$ cat src/rtl/tpt_pkg.sv
// ---------------------------------------------------------------------------
// Thermopile pixel temperature package
// Shared constants, codes and transaction types of the pixel compensation
// pipeline.
// ---------------------------------------------------------------------------
package tpt_pkg;

   // Number of cells in the divider chain and in each square-root chain.
   localparam int DIV_STEPS  = 113;
   localparam int SQRT_STEPS = 30;

   // 25 degrees Celsius with 8 fraction bits.
   localparam logic [18:0] TA_25      = 19'd6400;
   // 273.15 with 8 fraction bits, rounded.
   localparam logic [18:0] KELVIN_FIX = 19'd69926;
   // 273.15 in Q16.
   localparam logic [30:0] KELVIN_Q16 = 31'd17901158;
   // Saturation value of the quotient magnitude.
   localparam logic [42:0] QUOT_CAP   = {1'b1, 42'd0};

   // Result status codes.
   localparam logic [1:0] STAT_OK   = 2'd0;
   localparam logic [1:0] STAT_NEG  = 2'd1;
   localparam logic [1:0] STAT_ZERO = 2'd2;

   // Register indexes.
   localparam logic [2:0] REG_CP_OFFSET   = 3'd0;
   localparam logic [2:0] REG_CP_SLOPE    = 3'd1;
   localparam logic [2:0] REG_CP_SENS     = 3'd2;
   localparam logic [2:0] REG_GRADIENT    = 3'd3;
   localparam logic [2:0] REG_SLOPE_SHIFT = 3'd4;
   localparam logic [2:0] REG_BASE_SENS   = 3'd5;
   localparam logic [2:0] REG_SENS_SHIFTS = 3'd6;
   localparam logic [2:0] REG_EMISSIVITY  = 3'd7;

   localparam logic [15:0] EMISSIVITY_RESET = 16'd32768;

   typedef struct packed {
      logic [7:0]  cp_offset;
      logic [7:0]  cp_slope;
      logic [15:0] cp_sensitivity;
      logic [7:0]  gradient_coeff;
      logic [4:0]  slope_shift;
      logic [15:0] base_sensitivity;
      logic [9:0]  sensitivity_shifts;
      logic [15:0] emissivity;
   } cfg_type;

   // Per-transaction tag that rides along every stage.
   typedef struct packed {
      logic [1:0] status;
      logic [5:0] pos;
   } meta_type;

   // Divider cell state: shifting numerator, partial remainder, quotient.
   typedef struct packed {
      logic [112:0] num;
      logic [63:0]  rem;
      logic [42:0]  quo;
      logic         sat;
      logic [62:0]  dvs;
      logic         neg;
      logic [39:0]  pwr;
   } div_type;

   // Square-root cell state: radicand pairs, remainder, partial root.
   typedef struct packed {
      logic [59:0] rad;
      logic [31:0] rem;
      logic [29:0] root;
   } sqr_type;

endpackage

$ cat src/rtl/tpt_div_cell.sv
// ---------------------------------------------------------------------------
// Thermopile divider cell
// One restoring long-division step: takes one numerator bit and yields one
// quotient bit, with a sticky flag once the quotient reaches 2^42.
// ---------------------------------------------------------------------------
module tpt_div_cell import tpt_pkg::*; (
   input  logic     clock,
   input  logic     reset,
   input  logic     adv,
   input  logic     in_valid,
   input  div_type  in_div,
   input  meta_type in_meta,
   output logic     out_valid,
   output div_type  out_div,
   output meta_type out_meta
);

   logic [63:0] shifted;
   logic [63:0] dvs_ext;
   logic        take;
   div_type     div_in, div_ff;
   meta_type    meta_ff;
   logic        valid_ff;

   // Shift in the next numerator bit and try the subtraction.
   always_comb begin
      shifted      = {in_div.rem[62:0], in_div.num[112]};
      dvs_ext      = {1'b0, in_div.dvs};
      take         = (shifted >= dvs_ext);
      div_in       = in_div;
      div_in.num   = {in_div.num[111:0], 1'b0};
      div_in.rem   = take ? (shifted - dvs_ext) : shifted;
      div_in.quo   = {in_div.quo[41:0], take};
      div_in.sat   = in_div.sat | in_div.quo[41];
   end

   always_ff @(posedge clock) begin
      if (reset) begin
         valid_ff <= 1'b0;
      end else if (adv) begin
         valid_ff <= in_valid;
      end
   end

   always_ff @(posedge clock) begin
      if (adv) begin
         div_ff  <= div_in;
         meta_ff <= in_meta;
      end
   end

   assign out_valid = valid_ff;
   assign out_div   = div_ff;
   assign out_meta  = meta_ff;

endmodule

$ cat config.mk
export PLATFORM = sky130hd
export DESIGN_NAME = tpt_div_cell
export DESIGN_NICKNAME = d
export VERILOG_FILES = /design/src/rtl/tpt_pkg.sv /design/src/rtl/tpt_div_cell.sv
export SDC_FILE = /design/constraint.sdc
export NUM_CORES = 1
export LEC_CHECK = 0
export ABC_AREA = 1
export BUFFER_PORTS_ARGS = -buffer_cell sky130_fd_sc_hd__buf_2
export CELL_PAD_IN_SITES_DETAIL_PLACEMENT = 1
export CELL_PAD_IN_SITES_GLOBAL_PLACEMENT = 1
export CORE_AREA = 2 2 265 267
export CTS_CLUSTER_DIAMETER = 50
export DETAILED_ROUTE_END_ITERATION = 6
export DIE_AREA = 0 0 267 269
export GPL_TIMING_DRIVEN = 0
export PLACE_DENSITY = 0.67
export SLEW_MARGIN = 15
export SYNTH_ARGS = -nofsm -noshare
export SYNTH_HDL_FRONTEND = slang
export SYNTH_SLANG_ARGS = --single-unit
export TNS_END_PERCENT = 5
$ cat constraint.sdc
create_clock -name clock -period 2.4 [get_ports clock]
set_input_delay 0.12 -clock clock [delete_from_list [all_inputs] [get_ports clock]]
set_output_delay 0.12 -clock clock [all_outputs]
set_load 0.005 [all_outputs]
==> out/results.ini <==
[floorplan]
ios=671
num_rows=97
die-area_sq_um=71800
dieHeight_microns=269
core_area_sq_um=69300
dieWidth_microns=267
initial_core_util_pct=24.8

[setup_path]
cp.buffers_inverters=5
crit_slowest_cell=dlygate4sd3_1
worst_ep_required_time_ps=2740
cpPeakStageDelay_ps=540
rrSetupSlack_ps=1220
worst-path-max-fanout=10
cp-end-kind=flop
worst_ep_arrival_time_ps=2630
path_cells=dlygate4sd3_1 > buf_2 > ha_1 > nand2_2 > nor2_4 > nand2_1 > clkinv_1 > nand2_2 > nand2_2 > nand2_2 > nand3_2 > nand2_2 > nand2_4 > buf_12 > buf_12 > nand3_2 > nand2_1
worstSetupStartpointType=primary input
critical_path_class=in -> reg
critical-path-top-delay-family=buffers and inverters
cp_common_cell=nand2_2

[sta]
slew-limit-headroom_pct=45.0
worst_clock_skew_ps=0
period_share_pct=95.4
hold_violations=0
fin_crit_ps=2290
rsz0062_at_grt=true
worstMarginPinSlew_ps=825
report.final.slew_viol_count=0
setup_violations=0
whs_ps=10.7
fmax_mhz=437

[placement]
placed_area_sq_um=21800
globalplace.congestion=0.927
post-dp-hpwl_microns=75000
dp_cells=3529
portBuffers=667

[cts]
cts_tree=built
path_clk_slew_ps=60
postCtsSetupBuffers=0
root_buffer=clkbuf_16
cts_buffer_depth=3
clock_latency_ps=610
cts_max_level=2
cts_inserted_buffers=52
numClockSinks=333

[layout]
drive_gt1_share_pct=28.1
fin_area_sq_um=27100
instances_no_fill=3976
area_growth_pct=57.4
nNetsFinal=3377
final_cell_mix=749 x nand2_1, 666 x buf_2, 402 x inv_1
fin_util_pct=39.1
num-fill-cells=8203
mostFrequentLayoutCell=nand2_1

[routing]
antenna_left=0
totalWireLength_microns=93300
vias_per_cell=4.29
drt_iter0_drc=947
drtPass1Iterations=6
detail_route.wl_per_cell_microns=23.5
drc_errors=0
dr_total_vias=17000

[worst_hold_path]
hold_class=in -> reg

[synthesis]
yosys_warnings=0
synth_cells=1919
ys.flop_type=edfxtp_1
synth_edf_count=332
yosysUniqueCellTypes=36
ys_seq_area_share_pct=58.1
synthesis.area_sq_um=17200
postSynth.asyncResetShare_pct=0
syn_nets=2320
avgSynthCellArea_sq_um=8.96
yosys_register_bits=333

[grt]
grt_pass1_vias=18100
grt_pass1_wl_microns=129000
grt_usage_pct=25.4
antenna_found_initial=39
grt_overflow=0
grt_start_max_net_pins=95

[power]
cellPowerDensity_nw_per_um2=697
p_leak_nw=13.5
power_mw=18.9
max-vdd-ir-drop_mv=0.530

[outcome]
status=finished clean

[job]
cap_viol_max_count=0

==> worst reg2reg max path, cell delays in order (launching register included) <==
cell and delay [ps]:
dfxtp_1 320, mux2i_1 130, nor2_1 50, dlygate4sd3_1 570
==> path summary, 6_finish.rpt <==
| check | from | to | cells after the start |
|---|---|---|---|
| hold / removal | adv | out_div[13] | 1 |
| hold reg to reg | out_valid | out_valid | 3 |
| setup / recovery | in_div[159] | out_div[192] | 17 |
| setup reg to reg | out_valid | out_valid | 3 |
==> logic make-up after synthesis <==
kind of cell	synth area share (%)
other	0.0218
adder cells (fa/ha/maj)	4.70
XOR/XNOR	1.58
flip-flops	58.1
AO/OA/AOI/OAI	1.49
multiplexers	0.0582
buffers and inverters	9.78
AND/OR/NAND/NOR	24.3
==> cells in the mapped netlist, types with 2 or more instances <==
library cell  count  share of area, %
nand2_1         752                16
inv_1           402               8.8
edfxtp_1        332                58
nor2_1          111               2.4
nand3_1          74               2.2
ha_1             63               4.6
a21oi_1          41               1.2
xor2_1           30               1.5
nand3_2          19               1.1
nand4_1          19              0.69
nand2_2          11              0.40
buf_2             7              0.20
inv_2             7              0.15
nor2_2            7              0.25
nor3_1            7              0.20
o21ai_0           6              0.17
buf_12            3              0.35
nand2_4           3              0.20
and2_1            2             0.073
buf_4             2             0.087
buf_6             2              0.13
clkinv_1          2             0.044
nor2_4            2              0.13
nor3_2            2              0.12
nor4_1            2             0.073
==> registers in the layout (all words and copies together) (netlist names) <==
register   flops
out_div      324
out_meta       8
out_valid      1
==> report_power, final <==
| group | switching [mW] | internal, mW | total, mW |
|---|---|---|---|
| Clock | 3.16 | 4.63 | 7.79 |
| Sequential | 0.162 | 7.05 | 7.21 |
| Combinational | 2.35 | 1.51 | 3.86 |
| Total | 5.68 | 13.2 | 18.9 |
==> layout make-up <==
class | count | area [sq um] | share of cell area [%]
inverters | 412 | 1550 | 5.72
clock inverters | 36 | 440 | 1.63
well taps | 940 | 1180 | 4.34
diodes | 19 | 47.5 | 0.176
multi-input cells | 1160 | 5630 | 20.8
plain buffers | 14 | 158 | 0.582
repair buffers | 1003 | 6760 | 25.0
flip-flops and latches | 333 | 9990 | 36.9
clock buffers | 59 | 1330 | 4.90
==> metal layers <==
metal / GRT usage, % / share of wire [%]
met3: 5.74 / 5.9
met4: 12.1 / 5.2
met2: 45.4 / 50
met5: 0 / 0.16
met1: 28.6 / 39
==> stage by stage <==
step | setup WS (ps) | setup TNS (ps)
finish | 110 | 0
global route | -42.3 | -79.4
CTS | 0.0551 | 0
detailed placement | -396 | -20310
global placement | -4090 | -1354030
floorplan | 328 | 0
==> repair_timing <==
item                                    in CTS  in global routing
endpoints found under the setup margin       0                 62
hold buffers                               333                  0
resized for setup                            0                 42
hold endpoints to repair                   332                  0
No activity file was read; power rests on OpenSTA's default activity.
