`config.mk`:
```
export PLATFORM = sky130hd
export DESIGN_NAME = tpt_sqrt_cell
export DESIGN_NICKNAME = d
export VERILOG_FILES = /design/src/rtl/tpt_pkg.sv /design/src/rtl/tpt_sqrt_cell.sv
export SDC_FILE = /design/constraint.sdc
export NUM_CORES = 1
export LEC_CHECK = 0
export ABC_AREA = 1
export ABC_CLOCK_PERIOD_IN_PS = 2900
export BUFFER_PORTS_ARGS = -buffer_cell sky130_fd_sc_hd__buf_2
export CORE_UTILIZATION = 54
export DETAILED_ROUTE_END_ITERATION = 10
export PLACE_DENSITY_LB_ADDON = 0.25
export SLEW_MARGIN = 20
export SYNTH_ARGS = -nofsm -noshare
export SYNTH_HDL_FRONTEND = slang
export SYNTH_SLANG_ARGS = --single-unit
```
`constraint.sdc`:
```
create_clock -name clock -period 2.9 [get_ports clock]
set_input_delay 0.29 -clock clock [delete_from_list [all_inputs] [get_ports clock]]
set_output_delay 0.29 -clock clock [all_outputs]
set_load 0.005 [all_outputs]
```
`src/rtl/tpt_pkg.sv`:
```
// ---------------------------------------------------------------------------
// Thermopile pixel temperature package
// Shared constants, codes and transaction types of the pixel compensation
// pipeline.
// ---------------------------------------------------------------------------
package tpt_pkg;

   // Number of cells in the divider chain and in each square-root chain.
   localparam int DIV_STEPS  = 113;
   localparam int SQRT_STEPS = 30;

   // 25 degrees Celsius with 8 fraction bits.
   localparam logic [18:0] TA_25      = 19'd6400;
   // 273.15 with 8 fraction bits, rounded.
   localparam logic [18:0] KELVIN_FIX = 19'd69926;
   // 273.15 in Q16.
   localparam logic [30:0] KELVIN_Q16 = 31'd17901158;
   // Saturation value of the quotient magnitude.
   localparam logic [42:0] QUOT_CAP   = {1'b1, 42'd0};

   // Result status codes.
   localparam logic [1:0] STAT_OK   = 2'd0;
   localparam logic [1:0] STAT_NEG  = 2'd1;
   localparam logic [1:0] STAT_ZERO = 2'd2;

   // Register indexes.
   localparam logic [2:0] REG_CP_OFFSET   = 3'd0;
   localparam logic [2:0] REG_CP_SLOPE    = 3'd1;
   localparam logic [2:0] REG_CP_SENS     = 3'd2;
   localparam logic [2:0] REG_GRADIENT    = 3'd3;
   localparam logic [2:0] REG_SLOPE_SHIFT = 3'd4;
   localparam logic [2:0] REG_BASE_SENS   = 3'd5;
   localparam logic [2:0] REG_SENS_SHIFTS = 3'd6;
   localparam logic [2:0] REG_EMISSIVITY  = 3'd7;

   localparam logic [15:0] EMISSIVITY_RESET = 16'd32768;

   typedef struct packed {
      logic [7:0]  cp_offset;
      logic [7:0]  cp_slope;
      logic [15:0] cp_sensitivity;
      logic [7:0]  gradient_coeff;
      logic [4:0]  slope_shift;
      logic [15:0] base_sensitivity;
      logic [9:0]  sensitivity_shifts;
      logic [15:0] emissivity;
   } cfg_type;

   // Per-transaction tag that rides along every stage.
   typedef struct packed {
      logic [1:0] status;
      logic [5:0] pos;
   } meta_type;

   // Divider cell state: shifting numerator, partial remainder, quotient.
   typedef struct packed {
      logic [112:0] num;
      logic [63:0]  rem;
      logic [42:0]  quo;
      logic         sat;
      logic [62:0]  dvs;
      logic         neg;
      logic [39:0]  pwr;
   } div_type;

   // Square-root cell state: radicand pairs, remainder, partial root.
   typedef struct packed {
      logic [59:0] rad;
      logic [31:0] rem;
      logic [29:0] root;
   } sqr_type;

endpackage

```
`src/rtl/tpt_sqrt_cell.sv`:
```
// ---------------------------------------------------------------------------
// Thermopile square-root cell
// One digit-by-digit square-root step: takes two radicand bits and yields
// one root bit.
// ---------------------------------------------------------------------------
module tpt_sqrt_cell import tpt_pkg::*; (
   input  logic     clock,
   input  logic     reset,
   input  logic     adv,
   input  logic     in_valid,
   input  sqr_type  in_sqr,
   input  meta_type in_meta,
   output logic     out_valid,
   output sqr_type  out_sqr,
   output meta_type out_meta
);

   logic [33:0] cur;
   logic [33:0] trial;
   logic        take;
   sqr_type     sqr_in, sqr_ff;
   meta_type    meta_ff;
   logic        valid_ff;

   // Bring down the next bit pair and compare against 4*root + 1.
   always_comb begin
      cur         = {in_sqr.rem, in_sqr.rad[59:58]};
      trial       = {2'd0, in_sqr.root, 2'b01};
      take        = (cur >= trial);
      sqr_in.rad  = {in_sqr.rad[57:0], 2'b00};
      sqr_in.rem  = take ? 32'(cur - trial) : cur[31:0];
      sqr_in.root = {in_sqr.root[28:0], take};
   end

   always_ff @(posedge clock) begin
      if (reset) begin
         valid_ff <= 1'b0;
      end else if (adv) begin
         valid_ff <= in_valid;
      end
   end

   always_ff @(posedge clock) begin
      if (adv) begin
         sqr_ff  <= sqr_in;
         meta_ff <= in_meta;
      end
   end

   assign out_valid = valid_ff;
   assign out_sqr   = sqr_ff;
   assign out_meta  = meta_ff;

endmodule
```
==> results of run 1 <==
-- layout by cell type, fill, tap and decap left out, types with 13 or more instances in the layout --
| cell | count |
|---|---|
| nand3_2 | 16 |
| xor2_1 | 13 |
| buf_2 | 261 |
| ha_1 | 32 |
| edfxtp_1 | 128 |
| inv_1 | 144 |
| nand2_1 | 273 |
| clkbuf_16 | 17 |
| nand3_1 | 55 |
| nor2_1 | 31 |
| a21oi_1 | 19 |
-- final cells by class --
class | instances | area [sq um]
clock buffers | 17 | 425
multi-input cells | 491 | 2570
flip-flops and latches | 129 | 3860
inverters | 149 | 559
clock inverters | 14 | 115
well taps | 172 | 215
repair buffers | 265 | 1350
diodes | 3 | 7.51
fillers | 1046 | 3610
-- flip-flops by register name (all words and copies together) (netlist names) --
register,count
out_meta,8
out_valid,1
out_sqr,120
-- power by group --
part	leakage (nW)	internal, mW	switching [mW]	total [mW]
Clock	0.260	1.17	0.808	1.97
Combinational	3.23	0.393	0.592	0.985
Sequential	1.26	2.27	0.0418	2.31
-- per-stage QoR --
stage / total power [mW] / hold slack [ns]
global placement: 3.30 / 0.451
finish: 5.27 / 0.0295
global route: 5.52 / 0.0352
floorplan: 2.89 / 0.362
CTS: 5.30 / 0.0214
detailed placement: 3.33 / 0.455
-- worst reg2reg max path: stages, from the launching register on --
cell     delay, ns
dfxtp_1       0.31
mux2i_1       0.13
nor2_1        0.06
-- worst paths after layout --
path	from	endpoint	slack, ns	depth (start not counted)
hold reg to reg	out_valid$_SDFFE_PP0P_	out_valid$_SDFFE_PP0P_	0.53	2
setup / recovery	in_sqr[19]	out_sqr[31]$_DFFE_PP_	0.36	15
hold / removal	reset	out_valid$_SDFFE_PP0P_	0.03	2
setup reg to reg	out_valid$_SDFFE_PP0P_	out_valid$_SDFFE_PP0P_	2.29	2
-- per-layer routing --
| metal | wire length, um | vias up | track usage (%) |
|---|---|---|---|
| met4 | 544 | 0 | 14.1 |
| met5 | 0 | - | 0 |
| met2 | 9390 | 253 | 49.3 |
| met1 | 7250 | 2708 | 32.2 |
| met3 | 1510 | 47 | 8.04 |
| li1 | - | 3041 | - |
-- logic make-up after synthesis --
family	after synthesis
other	1
AO/OA/AOI/OAI	24
AND/OR/NAND/NOR	419
multiplexers	1
buffers and inverters	161
XOR/XNOR	13
adder cells (fa/ha/maj)	32
flip-flops	129
==> flow_summary.json, run 1 <==
{
  "cp_common_cell": "nand2_1",
  "worstHoldPathType": "input pin to flop",
  "dieWidth_um": 117,
  "fin_util_pct": 71.6,
  "synth-compound-area-share_pct": 1.96,
  "grt_pass1_vias": 5731,
  "critPathSlowestCell": "nor2_4",
  "maxSlewViolCount": 0,
  "drtIter0Drc": 390,
  "clockRootBuffer": "clkbuf_16",
  "postLayoutCellArea_sq_mm": 0.00911,
  "status": "finished clean",
  "synth.mux.area_fraction_pct": 0.141,
  "grt_pass1_wl_um": 28600,
  "setup_viol": 0,
  "vias_per_cell": 4.88,
  "cts_max_level": 4,
  "syn_inst": 780,
  "critical_path_arrival_ns": 2.69,
  "cellLeakagePower_nw": 4.75,
  "ctsResizeCount": 0,
  "start_kind": "input pin",
  "slew_headroom_pct": 38.1,
  "vias": 6049,
  "syn_area_sq_mm": 0.00708,
  "worst_path_largest_cell_delay_ns": 0.74,
  "synth_edf_count": 128,
  "syn_to_final_growth_pct": 28.6,
  "path_max_fanout": 34,
  "async_reset_ff_share_pct": 0,
  "worst_pin_slew_ns": 0.926,
  "coreArea_sq_mm": 0.0127,
  "detailed_place_hpwl_um": 14200,
  "post-route-period-util_pct": 87.5,
  "setup_tns_ns": 0,
  "ys_seq_area_share_pct": 54.5,
  "path_cells": "buf_2 -> inv_1 -> ha_1 -> nand2_2 -> inv_1 -> nand2_1 -> nand2_1 -> nand2_1 -> nand2_1 -> nand2_1 -> nand2_1 -> nor2_4 -> nand2_8 -> nand2_1 -> o21ai_0",
  "path_clk_slew_ns": 0.06,
  "finalHoldViolations": 0,
  "synthAdderAreaFrac_pct": 5.65,
  "synth.top_cells.by_area": "edfxtp_1, nand2_1, inv_1",
  "clock_sinks": 129,
  "synth_top_area_cell": "edfxtp_1",
  "synth_top_family_by_area": "simple AND/OR/NAND/NOR gates",
  "hold_buffers": 0,
  "synth_xor_area_share_pct": 1.61,
  "fin_nets": 1219,
  "synth_simple_gate_area_share_pct": 26.8,
  "syn_avg_cell_area_sq_um": 9.08,
  "cts_made_buffers": 17,
  "rsz0062_at_grt": "false",
  "power_density_mw_per_mm2": 579,
  "yosysWarnings": 0,
  "gp_congestion": 0.929,
  "drive_above_1_share_pct": 31.4,
  "io_pins": 265,
  "drc_errors": 0,
  "drt_wl_total_um": 18700,
  "path_buf_inv": 3,
  "rows": 41,
  "grt_max_degree": 68,
  "yosysMostFrequentCell": "nand2_1",
  "peakVddDrop_v": 0.000297,
  "first_pass_iters": 6,
  "insertion_delay_ns": 0.41,
  "ant_nets": 0,
  "fin_ws_ns": 0.362,
  "cp-end-kind": "flop",
  "io_buffers": 262,
  "synth_top_area_share_pct": 54.3,
  "synth.top_cells.by_count": "nand2_1, inv_1, edfxtp_1",
  "tritoncts": "built",
  "synth_flop_cell": "edfxtp_1",
  "dieHeight_um": 117,
  "pre_cts_ws_ns": -0.112,
  "cts_setup_buffers": 0,
  "antenna_found_initial": 2,
  "synth_cell_types": 34,
  "cp_top_family": "simple AND/OR/NAND/NOR gates",
  "track_usage_pct": 28.4,
  "wl_per_cell_um": 15.1,
  "cts_buffer_depth": 2,
  "fin_cells": 1240,
  "finalCriticalPeriod_ns": 2.54,
  "start_util_pct": 55.7,
  "dpl.cell_count": 1206,
  "grt_overflow": 0,
  "fmax_mhz": 394,
  "ys_seq_elements": 129,
  "required_ns": 3.06,
  "placed_area_sq_mm": 0.00856,
  "critPathKind": "input pin to flop",
  "cap_violations": 0,
  "skew_ns": 0,
  "die_area_sq_mm": 0.0136
}
No activity file was read; power rests on OpenSTA's default activity.
==> run 2: changes to the inputs <==
- RECOVER_POWER: unset -> 50
==> flow_summary.json, run 2 (synthesis results as in run 1) <==
{
  "clock_sinks": 129,
  "antenna_found_initial": 2,
  "final_cell_mix": "nand2_1, buf_2, inv_1",
  "hp-start": "reset",
  "cts_setup_buffers": 0,
  "status": "complete, but fails checks",
  "io_buffers": 262,
  "ctsResizeCount": 0,
  "r2r_slack_ns": 2.27,
  "post-route-period-util_pct": 88.3,
  "vias_per_cell": 4.86,
  "holdWs_ns": 0.0310,
  "worstHoldPathType": "input pin to flop",
  "placed_area_sq_mm": 0.00856,
  "clockRootBuffer": "clkbuf_16",
  "final_common_cell": "nand2_1",
  "cts_made_buffers": 17,
  "detailed_place_hpwl_um": 14200,
  "wl_per_cell_um": 15.0,
  "path_max_fanout": 34,
  "tritoncts": "built",
  "syn_to_final_growth_pct": 28.2,
  "cap_violations": 1,
  "cts_buffer_depth": 2,
  "io_pins": 265,
  "drive_above_1_share_pct": 30.7,
  "gp_congestion": 0.929,
  "setup_tns_ns": 0,
  "largest_reg_flops": 120,
  "dieWidth_um": 117,
  "skew_ns": 0,
  "rsz0062_at_grt": "false",
  "dieHeight_um": 117,
  "crit_end": "out_sqr[31]$_DFFE_PP_",
  "cts_max_level": 4,
  "drc_errors": 0,
  "maxSlewViolCount": 68,
  "critPathLaunch": "in_sqr[19]",
  "finalCriticalPeriod_ns": 2.56,
  "fin_nets": 1219,
  "track_usage_pct": 28.4,
  "grt_pass1_wl_um": 28600,
  "violations": "capacitance limit, slew limit",
  "reg2reg_to": "out_valid$_SDFFE_PP0P_",
  "postLayoutCellArea_sq_mm": 0.00908,
  "hold_buffers": 0,
  "required_ns": 3.05,
  "rows": 41,
  "setup_viol": 0,
  "cellLeakagePower_nw": 4.72,
  "start_util_pct": 55.7,
  "drt_wl_total_um": 18700,
  "fmax_mhz": 390,
  "path_clk_slew_ns": 0.06,
  "slew_headroom_pct": -16.6,
  "ant_nets": 0,
  "critical_path_arrival_ns": 2.72,
  "r2r_start": "out_valid$_SDFFE_PP0P_",
  "peakVddDrop_v": 0.000295,
  "first_pass_iters": 5,
  "worst_pin_slew_ns": 1.75,
  "grt_overflow": 0,
  "critPathKind": "input pin to flop",
  "power_density_mw_per_mm2": 580,
  "grt_max_degree": 68,
  "start_kind": "input pin",
  "die_area_sq_mm": 0.0136,
  "vias": 6026,
  "cp-end-kind": "flop",
  "reg2reg_depth": 2,
  "grt_pass1_vias": 5731,
  "insertion_delay_ns": 0.41,
  "drtIter0Drc": 389,
  "coreArea_sq_mm": 0.0127,
  "finalHoldViolations": 0
}
## run 2: cell count changes in the layout (fill, tap and decap cells not counted)
cell,change
buf_12,-1
buf_2,-7
clkbuf_2,+2
clkbuf_1,+7
buf_6,-1
## run 2: metrics by stage
step	std cells	utilization, %	setup WS, ns	total power, mW
finish	1240	71.4	0.338	5.27
CTS	1237	71.6	0.352	5.30
floorplan	781	-	0.992	2.89
detailed placement	1206	67.3	-0.112	3.33
global route	1239	71.4	0.0932	5.52
global placement	1206	67.3	-0.0280	3.30
## run 2: worst min path at each step
stage / end / slack [ns] / depth (start not counted)
final: out_valid$_SDFFE_PP0P_ / 0.03 / 2
after global routing: out_sqr[78]$_DFFE_PP_ / 0.04 / 1
after CTS: out_valid$_SDFFE_PP0P_ / 0.02 / 2
after detailed placement: out_valid$_SDFFE_PP0P_ / 0.46 / 2
after global placement: out_valid$_SDFFE_PP0P_ / 0.45 / 2
after floorplan: out_valid$_SDFFE_PP0P_ / 0.36 / 1
## run 2: power by group
group | switching, mW | total (mW) | internal [mW]
clock network | 0.808 | 1.97 | 1.17
registers | 0.0419 | 2.32 | 2.27
logic | 0.591 | 0.980 | 0.388
## run 2: worst max-delay path, stage by stage
cell     delay, ns
buf_2         0.09
inv_1         0.04
ha_1          0.34
nand2_2       0.13
inv_1         0.05
nand2_1       0.05
nand2_1       0.08
nand2_1       0.07
nand2_1       0.06
nand2_1       0.06
nand2_1       0.08
nor2_4        0.75
nand2_8       0.36
nand2_1       0.14
o21ai_0       0.10
## run 2: cell type report
type	instances	area [sq um]
clock inverters	14	115
fillers	1051	3640
repair buffers	265	1320
flip-flops and latches	129	3860
multi-input cells	491	2570
inverters	149	559
diodes	3	7.51
well taps	172	215
clock buffers	17	425
## run 2: layer usage
metal,vias up,global-route usage (%),routed length (um)
met5,-,0,0
met1,2691,32.2,7200
met2,250,49.3,9410
met4,0,14.1,516
li1,3039,-,-
met3,46,8.04,1540
==> run 3: changes to the inputs <==
- CELL_PAD_IN_SITES_DETAIL_PLACEMENT: unset -> 0
- CELL_PAD_IN_SITES_GLOBAL_PLACEMENT: unset -> 1
- CORE_UTILIZATION: 54 -> 39
==> flow_summary.json, run 3 (synthesis results as in run 1) <==
{
  "dieHeight_um": 137,
  "cp_common_cell": "nand2_1",
  "cts_setup_buffers": 0,
  "first_pass_iters": 5,
  "cp-end-kind": "flop",
  "cts_made_buffers": 17,
  "grt_pass1_vias": 5665,
  "die_area_sq_mm": 0.0187,
  "violations": "capacitance limit, slew limit",
  "antenna_found_initial": 1,
  "hold_buffers": 0,
  "vias": 5870,
  "drive_above_1_share_pct": 30.9,
  "path_max_fanout": 34,
  "critPathKind": "input pin to flop",
  "finalHoldViolations": 0,
  "start_kind": "input pin",
  "power_density_mw_per_mm2": 594,
  "tritoncts": "built",
  "path_buf_inv": 3,
  "cellLeakagePower_nw": 4.77,
  "path_clk_slew_ns": 0.06,
  "syn_to_final_growth_pct": 30.4,
  "fin_cells": 1298,
  "setup_viol": 0,
  "drtIter0Drc": 268,
  "peakVddDrop_v": 0.000354,
  "dpl.cell_count": 1266,
  "detailed_place_hpwl_um": 15600,
  "fin_util_pct": 52.7,
  "pre_cts_ws_ns": -0.110,
  "drc_errors": 0,
  "grt_overflow": 0,
  "grt_pass1_wl_um": 29700,
  "fillers": 1724,
  "ctsResizeCount": 0,
  "vias_per_cell": 4.52,
  "required_ns": 3.08,
  "insertion_delay_ns": 0.42,
  "slew_headroom_pct": -3.86,
  "post-route-period-util_pct": 88.1,
  "io_pins": 265,
  "finalCriticalPeriod_ns": 2.55,
  "skew_ns": 0,
  "diodes": 0,
  "coreArea_sq_mm": 0.0175,
  "clock_sinks": 129,
  "register_area_sq_mm": 0.00386,
  "gp_congestion": 0.912,
  "cap_violations": 1,
  "path_cells": "clkbuf_1 -> inv_1 -> ha_1 -> nand2_1 -> nor2_2 -> inv_2 -> nor3_1 -> nand2_1 -> nand2_1 -> nor2_4 -> nand2_8 -> nand3_1 -> nand2_1",
  "cts_buffer_depth": 2,
  "dieWidth_um": 137,
  "clockRootBuffer": "clkbuf_16",
  "status": "complete, but fails checks",
  "io_buffers": 262,
  "grt_max_degree": 60,
  "multiInputGateArea_sq_mm": 0.00257,
  "rsz0062_at_grt": "false",
  "ant_nets": 0,
  "start_util_pct": 40.4,
  "largest_reg_flops": 120,
  "cp_top_family": "simple AND/OR/NAND/NOR gates",
  "critical_path_arrival_ns": 2.74,
  "worst_path_largest_cell_delay_ns": 0.73,
  "holdWs_ns": 0.0229,
  "fin_nets": 1226,
  "critPathSlowestCell": "nor2_4",
  "track_usage_pct": 21.4,
  "drt_wl_total_um": 19900,
  "cts_max_level": 4,
  "final_common_cell": "nand2_1",
  "maxSlewViolCount": 60,
  "final_cell_mix": "nand2_1, buf_2, inv_1",
  "wl_per_cell_um": 15.3,
  "rows": 48,
  "fmax_mhz": 391,
  "worst_pin_slew_ns": 1.56,
  "worstHoldPathType": "input pin to flop",
  "fin_ws_ns": 0.345
}
==> run 3: changes by cell type in the layout (fill, tap and decap cells not counted), moves of 2 or more <==
cell,previous run,this run
buf_4,2,9
inv_6,2,8
buf_2,254,250
clkbuf_1,7,11
clkinv_2,4,0
diode_2,3,0
clkinv_4,2,0
==> run 3: report_power, final <==
part	switching, mW	internal (mW)	leakage, nW
logic	0.595	0.398	3.22
registers	0.0399	2.27	1.26
clock network	0.893	1.29	0.282
==> run 3: final timing paths <==
| kind | from | endpoint | slack [ns] | depth (start not counted) |
|---|---|---|---|---|
| min reg2reg | out_valid$_SDFFE_PP0P_ | out_valid$_SDFFE_PP0P_ | 0.50 | 2 |
| min | reset | out_valid$_SDFFE_PP0P_ | 0.02 | 2 |
| max reg2reg | out_valid$_SDFFE_PP0P_ | out_valid$_SDFFE_PP0P_ | 2.29 | 2 |
| max | in_sqr[24] | out_sqr[32]$_DFFE_PP_ | 0.35 | 13 |
==> run 3: metal layers <==
metal | global-route usage [%] | up-vias | part of all wire, %
li1 | - | 3059 | -
met1 | 26.1 | 2582 | 42
met2 | 36.8 | 204 | 48
met3 | 5.04 | 23 | 7.8
met4 | 7.51 | 2 | 1.7
met5 | 0 | - | 0.075
==> run 3: cell type report <==
class	instances	share of cell area [%]
clock buffer	17	4.60
clock inverter	15	1.81
inverter	149	6.05
multi-input combinational	491	27.8
sequential	129	41.8
tap	225	3.05
timing repair buffer	272	14.8
==> run 3: worst reg2reg max path, delay by kind of cell (launching register included) <==
kind	cells	cell delay [ns]
flip-flops	1	0.31
AND/OR/NAND/NOR	1	0.06
multiplexers	1	0.13
==> run 3: stage by stage <==
step | total power, mW | TNS [ns] | cell area [sq um]
after floorplan | 2.89 | 0 | 7090
after global placement | 3.35 | -0.247 | 8680
after detailed placement | 3.36 | -2.16 | 8680
after CTS | 5.55 | 0 | 9280
after global routing | 5.75 | 0 | 9240
final | 5.49 | 0 | 9240
